[src/rtl/segment_rle_encoder_with_fallback_defines.svh]
// Assertion macros shared by the run-length encoder RTL.
// Included by files that carry concurrent checks; depends on nothing.
`ifndef SEGMENT_RLE_ENCODER_WITH_FALLBACK_DEFINES_SVH
`define SEGMENT_RLE_ENCODER_WITH_FALLBACK_DEFINES_SVH

// Same-cycle implication, checked outside reset.
`define SRLE_ASSERT_IMPL(label, clk, rst, ante, cons) \
   label: assert property (@(posedge clk) disable iff (rst) (ante) |-> (cons)) \
      else $error("srle check failed");

// Next-cycle implication, checked outside reset.
`define SRLE_ASSERT_NEXT(label, clk, rst, ante, cons) \
   label: assert property (@(posedge clk) disable iff (rst) (ante) |=> (cons)) \
      else $error("srle check failed");

`endif

[src/rtl/srle_pkg.sv]
// Shared types and constants of the segment run-length encoder.
// Used by the front, queue, back and top-level modules; no dependencies.
package srle_pkg;

   localparam int unsigned MAX_SEGMENT         = 16384;
   localparam int unsigned QUEUE_DEPTH_DEFAULT = 4;

   localparam logic [16:0] MAX_SEGMENT_CMP = 17'(MAX_SEGMENT);
   localparam logic [14:0] IN_COUNT_MAX    = 15'h7FFF;
   localparam logic [15:0] OUT_COUNT_MAX   = 16'hFFFF;
   localparam logic [7:0]  RUN_LEN_FULL    = 8'hFF;

   typedef struct packed {
      logic [15:0] enc_len;
      logic        fallback;
      logic        seg_end;
      logic [7:0]  count_less_one;
      logic [7:0]  value;
   } pair_type;

   // Work for the back end from one request: a closed run and/or the final pair.
   typedef struct packed {
      logic     close_vld;
      pair_type close_pair;
      logic     final_vld;
      pair_type final_pair;
   } entry_type;

endpackage

[src/rtl/segment_rle_encoder_with_fallback.sv]
// Top level of the segment run-length encoder with raw fallback.
// Depends on srle_pkg, srle_front, srle_queue, srle_back and the macro header.
//
// Usage:
//   The request channel (req_*) takes one captured byte per beat in req_tdata;
//   req_tlast marks the final byte of a segment. The result channel (rsp_*)
//   returns (value, count-1) pairs. rsp_tlast marks the final pair of a
//   segment; on that pair rsp_tuser is the fallback flag (discard the pairs,
//   send raw) and rsp_tdata[31:16] the encoded length in bytes. Both are zero
//   on every other pair.
//   A pair caused by an accepted request passes the queue slot and then the
//   result register before rsp_*. Intake is one request per cycle while the
//   queue is not full; the final byte of a segment that also closes a run
//   yields two pairs, sent one after the other. The front end and the result
//   register are parted by a QUEUE_DEPTH-entry queue, so a short receiver
//   stall does not stop intake; req_tready drops only once the queue is full.
//   Reset clears the open run, both segment counts, the queue and the output
//   valid, so the next byte starts a fresh segment.
`include "segment_rle_encoder_with_fallback_defines.svh"

module segment_rle_encoder_with_fallback #(
   parameter int unsigned QUEUE_DEPTH = srle_pkg::QUEUE_DEPTH_DEFAULT
) (
   input  logic        clock,
   input  logic        reset,
   input  logic        req_tvalid,
   output logic        req_tready,
   input  logic [7:0]  req_tdata,   // [7:0] data_byte
   input  logic        req_tlast,   // segment_last
   output logic        rsp_tvalid,
   input  logic        rsp_tready,
   output logic [31:0] rsp_tdata,   // [7:0] run_value, [15:8] run_count_less_one,
                                    // [31:16] encoded_length
   output logic        rsp_tuser,   // [0] fallback_raw
   output logic        rsp_tlast    // segment_end
);
   import srle_pkg::*;

   entry_type push_entry;
   entry_type pop_entry;
   logic      push;
   logic      q_not_full;
   logic      pop;
   logic      q_not_empty;
   pair_type  out_pair;

   // Front: classify each byte against the open run and build queue entries.
   srle_front u_front (
      .clock     (clock),
      .reset     (reset),
      .in_valid  (req_tvalid),
      .in_ready  (req_tready),
      .data_byte (req_tdata),
      .seg_last  (req_tlast),
      .q_ready   (q_not_full),
      .q_push    (push),
      .q_entry   (push_entry)
   );

   // Queue: absorb output stalls and the second pair of a closing final byte.
   srle_queue #(
      .DEPTH (QUEUE_DEPTH)
   ) u_queue (
      .clock      (clock),
      .reset      (reset),
      .push       (push),
      .push_entry (push_entry),
      .not_full   (q_not_full),
      .pop        (pop),
      .pop_entry  (pop_entry),
      .not_empty  (q_not_empty)
   );

   // Back: emit one pair per cycle into the result register while the output is not stalled.
   srle_back u_back (
      .clock     (clock),
      .reset     (reset),
      .q_valid   (q_not_empty),
      .q_entry   (pop_entry),
      .q_pop     (pop),
      .out_valid (rsp_tvalid),
      .out_ready (rsp_tready),
      .out_pair  (out_pair)
   );

   assign rsp_tdata = {out_pair.enc_len, out_pair.count_less_one, out_pair.value};
   assign rsp_tuser = out_pair.fallback;
   assign rsp_tlast = out_pair.seg_end;

   // Any request that ends a segment must leave work in the queue.
   `SRLE_ASSERT_IMPL(a_last_pushes, clock, reset, req_tvalid && req_tready && req_tlast, push)

endmodule

[src/rtl/srle_front.sv]
// Front end: accepts bytes, tracks the open run and segment counts, builds entries.
// Depends on srle_pkg and the assertion macro header.
`include "segment_rle_encoder_with_fallback_defines.svh"

module srle_front (
   input  logic                clock,
   input  logic                reset,
   input  logic                in_valid,
   output logic                in_ready,
   input  logic [7:0]          data_byte,
   input  logic                seg_last,
   input  logic                q_ready,
   output logic                q_push,
   output srle_pkg::entry_type q_entry
);
   import srle_pkg::*;

   logic [7:0]  run_byte_ff, run_byte_in;
   logic [7:0]  run_len_ff, run_len_in;
   logic        run_open_ff, run_open_in;
   logic [14:0] in_count_ff, in_count_in;
   logic [15:0] out_count_ff, out_count_in;

   logic        accept;
   logic        extend;
   logic        close;
   logic [14:0] in_new;
   logic [16:0] out_sum;
   logic [15:0] out_new;
   logic [7:0]  cur_byte;
   logic [7:0]  cur_len;
   logic        fallback;

   assign in_ready = q_ready;
   assign accept   = in_valid && q_ready;

   always_comb begin
      in_new   = (in_count_ff == IN_COUNT_MAX) ? in_count_ff : in_count_ff + 15'd1;
      extend   = run_open_ff && (data_byte == run_byte_ff) && (run_len_ff != RUN_LEN_FULL);
      close    = run_open_ff && !extend;
      out_sum  = {1'b0, out_count_ff} + {15'd0, close, 1'b0} + {15'd0, seg_last, 1'b0};
      out_new  = out_sum[16] ? OUT_COUNT_MAX : out_sum[15:0];
      cur_byte = extend ? run_byte_ff : data_byte;
      cur_len  = extend ? run_len_ff + 8'd1 : 8'd0;
      fallback = (out_new > {1'b0, in_new}) || ({2'b0, in_new} > MAX_SEGMENT_CMP) ||
                 (in_new == IN_COUNT_MAX);

      q_entry.close_vld                 = close;
      q_entry.close_pair.value          = run_byte_ff;
      q_entry.close_pair.count_less_one = run_len_ff;
      q_entry.close_pair.seg_end        = 1'b0;
      q_entry.close_pair.fallback       = 1'b0;
      q_entry.close_pair.enc_len        = 16'd0;
      q_entry.final_vld                 = seg_last;
      q_entry.final_pair.value          = cur_byte;
      q_entry.final_pair.count_less_one = cur_len;
      q_entry.final_pair.seg_end        = 1'b1;
      q_entry.final_pair.fallback       = fallback;
      q_entry.final_pair.enc_len        = out_new;

      q_push = accept && (close || seg_last);

      run_byte_in  = run_byte_ff;
      run_len_in   = run_len_ff;
      run_open_in  = run_open_ff;
      in_count_in  = in_count_ff;
      out_count_in = out_count_ff;
      if (accept) begin
         if (seg_last) begin
            // segment done: drop all state for the next one
            run_byte_in  = 8'd0;
            run_len_in   = 8'd0;
            run_open_in  = 1'b0;
            in_count_in  = 15'd0;
            out_count_in = 16'd0;
         end else begin
            run_byte_in  = cur_byte;
            run_len_in   = cur_len;
            run_open_in  = 1'b1;
            in_count_in  = in_new;
            out_count_in = out_new;
         end
      end
   end

   always_ff @(posedge clock) begin
      if (reset) begin
         run_byte_ff  <= 8'd0;
         run_len_ff   <= 8'd0;
         run_open_ff  <= 1'b0;
         in_count_ff  <= 15'd0;
         out_count_ff <= 16'd0;
      end else begin
         run_byte_ff  <= run_byte_in;
         run_len_ff   <= run_len_in;
         run_open_ff  <= run_open_in;
         in_count_ff  <= in_count_in;
         out_count_ff <= out_count_in;
      end
   end

   `SRLE_ASSERT_NEXT(a_last_clears_state, clock, reset, accept && seg_last,
                     !run_open_ff && in_count_ff == 15'd0 && out_count_ff == 16'd0)
   `SRLE_ASSERT_IMPL(a_open_run_counted, clock, reset, run_open_ff, in_count_ff != 15'd0)

endmodule

[src/rtl/srle_queue.sv]
// Short FIFO of encoder entries between the front and back ends.
// Depends on srle_pkg and the assertion macro header.
`include "segment_rle_encoder_with_fallback_defines.svh"

module srle_queue #(
   parameter int unsigned DEPTH = srle_pkg::QUEUE_DEPTH_DEFAULT
) (
   input  logic                clock,
   input  logic                reset,
   input  logic                push,
   input  srle_pkg::entry_type push_entry,
   output logic                not_full,
   input  logic                pop,
   output srle_pkg::entry_type pop_entry,
   output logic                not_empty
);
   import srle_pkg::*;

   localparam int unsigned PTR_W = (DEPTH > 1) ? $clog2(DEPTH) : 1;
   localparam int unsigned CNT_W = $clog2(DEPTH + 1);
   localparam logic [PTR_W-1:0] LAST_IDX = PTR_W'(DEPTH - 1);
   localparam logic [CNT_W-1:0] FULL_CNT = CNT_W'(DEPTH);

   entry_type        slot_ff [DEPTH];
   logic [PTR_W-1:0] wr_ptr_ff, wr_ptr_in;
   logic [PTR_W-1:0] rd_ptr_ff, rd_ptr_in;
   logic [CNT_W-1:0] count_ff, count_in;

   assign not_full  = (count_ff != FULL_CNT);
   assign not_empty = (count_ff != '0);
   assign pop_entry = slot_ff[rd_ptr_ff];

   always_comb begin
      wr_ptr_in = wr_ptr_ff;
      rd_ptr_in = rd_ptr_ff;
      count_in  = count_ff;
      if (push) begin
         wr_ptr_in = (wr_ptr_ff == LAST_IDX) ? '0 : wr_ptr_ff + 1'b1;
      end
      if (pop) begin
         rd_ptr_in = (rd_ptr_ff == LAST_IDX) ? '0 : rd_ptr_ff + 1'b1;
      end
      if (push && !pop) begin
         count_in = count_ff + 1'b1;
      end else if (pop && !push) begin
         count_in = count_ff - 1'b1;
      end
   end

   always_ff @(posedge clock) begin
      if (reset) begin
         wr_ptr_ff <= '0;
         rd_ptr_ff <= '0;
         count_ff  <= '0;
      end else begin
         wr_ptr_ff <= wr_ptr_in;
         rd_ptr_ff <= rd_ptr_in;
         count_ff  <= count_in;
      end
   end

   always_ff @(posedge clock) begin
      if (push) begin
         slot_ff[wr_ptr_ff] <= push_entry;
      end
   end

   `SRLE_ASSERT_IMPL(a_no_overflow, clock, reset, push, not_full)
   `SRLE_ASSERT_IMPL(a_no_underflow, clock, reset, pop, not_empty)
   `SRLE_ASSERT_IMPL(a_count_bound, clock, reset, 1'b1, count_ff <= FULL_CNT)

endmodule

[src/rtl/srle_back.sv]
// Back end: splits each entry into one or two pairs and drives the output register.
// Depends on srle_pkg and the assertion macro header.
`include "segment_rle_encoder_with_fallback_defines.svh"

module srle_back (
   input  logic                clock,
   input  logic                reset,
   input  logic                q_valid,
   input  srle_pkg::entry_type q_entry,
   output logic                q_pop,
   output logic                out_valid,
   input  logic                out_ready,
   output srle_pkg::pair_type  out_pair
);
   import srle_pkg::*;

   logic     phase_ff, phase_in;
   logic     valid_ff, valid_in;
   pair_type pair_ff;

   logic     load;
   logic     send_close;
   logic     last_piece;
   pair_type pick;

   always_comb begin
      load       = q_valid && (!valid_ff || out_ready);
      send_close = q_entry.close_vld && !phase_ff;
      last_piece = !send_close || !q_entry.final_vld;
      pick       = send_close ? q_entry.close_pair : q_entry.final_pair;
      q_pop      = load && last_piece;

      phase_in = phase_ff;
      if (load) begin
         phase_in = !last_piece;
      end
      valid_in = valid_ff;
      if (load) begin
         valid_in = 1'b1;
      end else if (out_ready) begin
         valid_in = 1'b0;
      end
   end

   always_ff @(posedge clock) begin
      if (reset) begin
         phase_ff <= 1'b0;
         valid_ff <= 1'b0;
      end else begin
         phase_ff <= phase_in;
         valid_ff <= valid_in;
      end
   end

   always_ff @(posedge clock) begin
      if (load) begin
         pair_ff <= pick;
      end
   end

   assign out_valid = valid_ff;
   assign out_pair  = pair_ff;

   `SRLE_ASSERT_IMPL(a_mid_pair_clean, clock, reset, valid_ff && !pair_ff.seg_end,
                     !pair_ff.fallback && pair_ff.enc_len == 16'd0)
   `SRLE_ASSERT_IMPL(a_phase_needs_final, clock, reset, phase_ff,
                     q_valid && q_entry.close_vld && q_entry.final_vld)

endmodule

[config.mk]
export PLATFORM = sky130hd
export DESIGN_NAME = segment_rle_encoder_with_fallback
export DESIGN_NICKNAME = d
export VERILOG_FILES = /design/src/rtl/srle_pkg.sv /design/src/rtl/segment_rle_encoder_with_fallback.sv /design/src/rtl/srle_front.sv /design/src/rtl/srle_queue.sv /design/src/rtl/srle_back.sv
export VERILOG_INCLUDE_DIRS = /design/src /design/src/rtl
export SDC_FILE = /design/constraint.sdc
export NUM_CORES = 1
export LEC_CHECK = 0
export BUFFER_PORTS_ARGS = -buffer_cell sky130_fd_sc_hd__buf_2
export CAP_MARGIN = 30
export CELL_PAD_IN_SITES_DETAIL_PLACEMENT = 0
export CELL_PAD_IN_SITES_GLOBAL_PLACEMENT = 2
export CORE_MARGIN = 5
export CORE_UTILIZATION = 30
export CTS_CLUSTER_DIAMETER = 30
export CTS_CLUSTER_SIZE = 24
export DETAILED_ROUTE_END_ITERATION = 8
export PLACE_DENSITY = 0.54
export SYNTH_ARGS = -nofsm -noshare
export SYNTH_HDL_FRONTEND = slang
export SYNTH_SLANG_ARGS = --single-unit
[constraint.sdc]
create_clock -name clock -period 5.65 [get_ports clock]
set_input_delay 0 -clock clock [delete_from_list [all_inputs] [get_ports clock]]
set_output_delay 0 -clock clock [all_outputs]
set_load 0.02 [all_outputs]
==> results of run 1 <==
-- final cells by class --
| class | count | area, um^2 |
|---|---|---|
| clock buffers | 85 | 1950 |
| multi-input cells | 439 | 3750 |
| clock inverters | 49 | 753 |
| repair buffers | 71 | 438 |
| fillers | 3776 | 24800 |
| well taps | 532 | 666 |
| flip-flops and latches | 297 | 8330 |
| inverters | 16 | 60.1 |
-- routing by layer --
layer / vias to the layer above / GRT usage [%] / share of wire, %
met1: 3668 / 17.3 / 46
met4: 0 / 5.19 / 2.8
met3: 63 / 3.19 / 3.6
met2: 133 / 21.5 / 48
li1: 3302 / - / -
met5: - / 0 / 0
-- registers in the layout (all words and copies together), names as in the netlist, named ones only --
| name | cells |
|---|---|
| u_front.in_count_ff | 15 |
| u_front.out_count_ff | 16 |
| u_back.out_pair | 34 |
| u_queue.slot_ff | 204 |
| u_queue.wr_ptr_ff | 2 |
| u_front.run_byte_ff | 8 |
| u_back.phase_ff | 1 |
| u_back.out_valid | 1 |
| u_queue.rd_ptr_ff | 2 |
| u_front.run_len_ff | 8 |
| u_queue.count_ff | 3 |
| u_front.run_open_ff | 1 |
-- stage by stage --
stage / power (mW) / hold slack (ps)
after global placement: 4.22 / 264
after global routing: 9.08 / 65.3
after CTS: 8.87 / 49.5
after detailed placement: 4.24 / 272
final: 8.71 / 63.9
after floorplan: 3.81 / 98.9
-- critical path, cell delays in order (launching register included) --
cell and delay (ps):
dfxtp_1 440, ha_1 280, nand4_1 150, nand4b_1 190, nand2_1 150, fa_1 410
inv_1 70, ha_1 170, ha_1 230, nand4_1 180, nor3_1 240, mux2_2 420
ha_1 330, and3_1 220, a221o_1 360, a31oi_1 270, mux2i_1 160, a2111oi_1 420
a22oi_1 190
-- worst min-delay path by stage --
stage / cells after the start / slack, ps / startpoint / end
2_1_floorplan: 0 / 100 / req_tlast / u_queue.slot_ff[0][33]$_DFFE_PP_
3_3_place_gp: 1 / 260 / req_tdata[3] / u_queue.slot_ff[0][3]$_DFFE_PP_
3_5_place_dp: 1 / 270 / req_tdata[5] / u_queue.slot_ff[2][5]$_DFFE_PP_
4_1_cts: 4 / 50 / req_tvalid / u_front.run_open_ff$_SDFFE_PP0P_
5_1_grt: 4 / 70 / req_tvalid / u_front.run_open_ff$_SDFFE_PP0P_
6_report: 4 / 60 / req_tvalid / u_front.run_open_ff$_SDFFE_PP0P_
-- kinds of logic after synthesis --
family | share of synthesized area (%)
DFF | 67.7
buffers and inverters | 2.13
adders and majority gates | 2.97
AOI/OAI and AO/OA | 5.04
and+or+nand+nor | 8.72
muxes | 11.6
xor gates and xnor gates | 1.85
-- synthesized netlist by cell type (3+ instances only) --
cell / instances / area [um^2]
buf_6: 3 / 33.8
xnor2_1: 10 / 87.6
nand3_1: 19 / 95.1
nand4_1: 13 / 81.3
and4_1: 3 / 26.3
clkbuf_1: 31 / 116
inv_1: 16 / 60.1
and2_1: 27 / 169
nor2_1: 66 / 248
or3_1: 7 / 43.8
mux4_2: 51 / 1150
mux2_2: 18 / 203
a22oi_1: 23 / 173
a21oi_1: 26 / 130
o21ai_0: 14 / 70.1
nor3_1: 15 / 75.1
buf_2: 5 / 25.0
and3_1: 13 / 81.3
a21o_1: 4 / 30.0
xor2_1: 16 / 140
o21a_1: 4 / 30.0
mux2i_1: 8 / 80.1
a31oi_1: 3 / 18.8
a2bb2oi_1: 10 / 87.6
nand2b_1: 5 / 31.3
ha_1: 26 / 325
dfxtp_1: 59 / 1180
nand2_1: 36 / 135
buf_1: 4 / 15.0
edfxtp_1: 238 / 7150
-- power by group --
group / switching (mW) / leakage [nW] / internal, mW
Combinational: 0.805 / 1.65 / 0.566
Clock: 1.27 / 1.31 / 3.29
Sequential: 0.0770 / 2.73 / 2.71
-- timing repair --
item	in CTS	in global routing
hold buffers	10	0
resized for setup	0	2
setup endpoints to repair	0	4
hold endpoints to repair	47	0
==> impl_metrics.ini, run 1 <==
[synth]
synthCells = 797
synthesis.nets = 838
synth_enable_flop_cells = 238
ys_types = 50
synth.avg_cell_area_um2 = 15.4
yosysSeqAreaShare_pct = 67.7
yosys_warnings = 0
synth_area_um2 = 12300
synthArstFlopShare_pct = 0
synth_ff_type = edfxtp_1
ys_ff_latch = 297

[sta]
final.setup.tns_ps = 0
worst_pin_slew_ps = 944
grt_setup_unrepaired = false
fmax_ghz = 0.193
fin_crit_ps = 5190
fin_crit_sh_pct = 91.9
hold_violations = 0
maxSlewHeadroom_pct = 37.0
slew_viol_final = 0
clock_skew_ps = 14.6
fin_ws_ps = 458
setup_viol_count_final = 0

[route]
drc = 0
first_pass_iters = 5
vias = 7166
via_per_inst = 4.81
post_drt_wl_per_cell_um = 19.6
totalWireLength_um = 29100
ant_nets = 0
drtIter0Drc = 406

[setup_path]
worstSetupEndpoint = u_queue.slot_ff[1][16]$_DFFE_PP_
crit_fanout = 8
arrival_ps = 5430
crit_type = reg -> reg
startpoint = u_front.run_len_ff[1]$_SDFFE_PP0P_
end_kind = flip-flop
r2r_cells = 18
worstSetupStartpointType = flip-flop
r2r-start = u_front.run_len_ff[1]$_SDFFE_PP0P_
r2r_end = u_queue.slot_ff[1][16]$_DFFE_PP_
reg2reg_slack_ps = 460
critPathRequiredTime_ps = 5890

[clocking]
htreeDepth = 3
clock-sinks = 297
cts_root_buffer = clkbuf_16
clk_latency_ps = 560
post_cts_buffers = 0
clk_pin_slew_ps = 50
clock_path_buffers = 3
cts_buffers = 74
cts_tree = done

[power_and_ir_drop]
pwr_density_cell_nw_per_um2 = 546
ir_drop_v = 0.000326
leakagePower_nw = 5.68

[placement]
dpl_worst_slack_ps = 401
globalplace.congestion = 0.789
placed_area_um2 = 13100
dp.cells = 1345
hpwlAfterDp_um = 16700
port_buffers = 48

[final_layout]
nets = 940
drive_gt1_share_pct = 27.8
layout_common_cells = edfxtp_1, clkbuf_16, nor2_1
layout_commonest_cell = edfxtp_1
instances_no_fill = 1489
utilization_pct = 39.1
area_growth_pct = 29.6
insertedDiodeCount = 0
final_area_um2 = 15900

[run_status]
outcome = finished clean

[global_routing]
grt_pass1_wl_um = 45800
grt_pass1_vias = 7825
antenna_found_initial = 0
gr-total-overflow = 0
track_usage_pct = 13.3
grt_max_degree = 56

[floorplanning]
die_w_um = 213
io_pins = 49
start_util_pct = 30.2
die_area_um2 = 45200
die_h_um = 213
core-area_um2 = 40700
num_rows = 74

[flow_run]
drv_cap = 0

[hold_path]
hold_path_class = in -> reg
(Power assumes the default switching activity.)
==> run 2, diff against run 1 <==
--- a/config.mk
+++ b/config.mk
@@ -16,6 +16,7 @@
 export CTS_CLUSTER_SIZE = 24
 export DETAILED_ROUTE_END_ITERATION = 8
 export PLACE_DENSITY = 0.54
+export RECOVER_POWER = 100
 export SYNTH_ARGS = -nofsm -noshare
 export SYNTH_HDL_FRONTEND = slang
 export SYNTH_SLANG_ARGS = --single-unit
==> impl_metrics.ini, run 2 (synthesized netlist as in run 1, its figures left out) <==
[run_status]
outcome = finished, violations left
violations = capacitance limit, slew limit

[floorplanning]
die_w_um = 213
num_rows = 74
die_h_um = 213
io_pins = 49
start_util_pct = 30.2
die_area_um2 = 45200
core-area_um2 = 40700

[route]
vias = 7169
totalWireLength_um = 29200
ant_nets = 0
via_per_inst = 4.81
drtIter0Drc = 433
post_drt_wl_per_cell_um = 19.6
drc = 0
first_pass_iters = 4

[global_routing]
met3_usage_pct = 3.19
grt-busiest-layer = met2
grt_util_met1_pct = 17.3
grtUsageMet2_pct = 21.5
grt_pass1_wl_um = 45800
grt_pass1_vias = 7825
antenna_found_initial = 0
track_usage_pct = 13.3
gr-total-overflow = 0
grt_max_degree = 56

[clocking]
cts_tree = done
htreeDepth = 3
clk_pin_slew_ps = 50
clk_latency_ps = 560
cts_root_buffer = clkbuf_16
cts_buffers = 74
clock_path_buffers = 3
clock-sinks = 297
post_cts_buffers = 0

[sta]
maxSlewHeadroom_pct = -101
fmax_ghz = 0.193
slew_viol_final = 339
timing.hold.ws_ps = 89.8
fin_crit_sh_pct = 91.7
hold_violations = 0
grt_setup_unrepaired = false
fin_ws_ps = 469
setup_viol_count_final = 0
final.setup.tns_ps = 0
fin_crit_ps = 5180
clock_skew_ps = 14.2
worst_pin_slew_ps = 3020

[setup_path]
reg2reg_slack_ps = 470
crit_type = reg -> reg
critPathRequiredTime_ps = 5880
r2r_end = u_queue.slot_ff[1][16]$_DFFE_PP_
cp_common_cell = ha_1
r2r_cells = 18
startpoint = u_front.run_len_ff[1]$_SDFFE_PP0P_
r2r-start = u_front.run_len_ff[1]$_SDFFE_PP0P_
crit_fanout = 8
arrival_ps = 5410
worstSetupStartpointType = flip-flop
cpPeakStageDelay_ps = 450
critPathSlowestCell = dfxtp_1
path_cells = ha_1 -> nand4_1 -> nand4b_1 -> nand2_1 -> fa_1 -> inv_1 -> ha_1 -> ha_1 -> nand4_1 -> nor3_1 -> mux2_2 -> ha_1 -> and3_1 -> a221o_1 -> a31oi_1 -> mux2i_1 -> a2111oi_1 -> a22oi_1
end_kind = flip-flop

[final_layout]
nets = 940
drive_gt1_share_pct = 21.4
regMostFlops = u_queue.slot_ff
layout_commonest_cell = edfxtp_1
instances_no_fill = 1489
layout_common_cells = edfxtp_1, clkbuf_16, nor2_1
n_fill_cell = 3793
largest_reg_flops = 204
insertedDiodeCount = 0
area_growth_pct = 28.8
seq_area_um2 = 8330
multiInputGateArea_um2 = 3740

[placement]
port_buffers = 48
dp.cells = 1345
dpl_worst_slack_ps = 401
globalplace.congestion = 0.789
hpwlAfterDp_um = 16700

[hold_path]
hold_end = u_queue.count_ff[0]$_SDFFE_PP0P_
hold_path_class = in -> reg
hp-start = reset
min_path_cells = 3

[power_and_ir_drop]
pwr_density_cell_nw_per_um2 = 548
leakagePower_nw = 5.51
p_total_mw = 8.69
ir_drop_v = 0.000346

[flow_run]
drv_cap = 7
-- run 2: worst max path at each step --
stage	to	slack (ps)	depth (start not counted)
detailed placement	u_queue.slot_ff[2][16]$_DFFE_PP_	400	18
global placement	u_queue.slot_ff[0][16]$_DFFE_PP_	580	18
floorplan	u_queue.slot_ff[0][16]$_DFFE_PP_	890	20
global route	u_queue.slot_ff[1][16]$_DFFE_PP_	20	19
CTS	u_queue.slot_ff[3][16]$_DFFE_PP_	360	18
finish	u_queue.slot_ff[1][16]$_DFFE_PP_	470	18
-- run 2: timing repair --
action,CTS,global route
setup endpoints to repair,0,4
gates resized for setup,0,2
hold buffers,10,0
hold endpoints to repair,47,0
-- run 2: power breakdown --
part           leakage, nW  switching, mW  internal (mW)
Clock                 1.31           1.27           3.29
Combinational         1.48          0.808          0.521
Sequential            2.73         0.0809           2.72
Total                 5.51           2.16           6.53
-- run 2: layer usage --
layer,vias up,share of wire [%]
met2,139,48
met5,-,0
li1,3304,-
met3,68,3.7
met1,3658,45
met4,0,2.9
-- run 2: area by class of cell --
cell class / count / share of cell area [%]
timing repair buffer: 71 / 2.19
clock buffer: 85 / 12.3
tap: 532 / 4.20
inverter: 16 / 0.379
clock inverter: 49 / 4.75
sequential: 297 / 52.6
multi-input combinational: 439 / 23.6
-- run 2: critical path: cells and delay by family, from the launching register on --
family                   cells  cell delay (ps)
adder cells (fa/ha/maj)      5             1390
AO/OA/AOI/OAI                4             1230
AND/OR/NAND/NOR              6             1130
multiplexers                 2              580
flip-flops                   1              450
buffers and inverters        1               70
-- run 2: stage by stage --
stage	util, %	area (um^2)
after floorplan	-	12300
after global placement	32.3	13100
after detailed placement	32.3	13100
after CTS	39.1	15900
after global routing	38.9	15900
final	38.9	15900
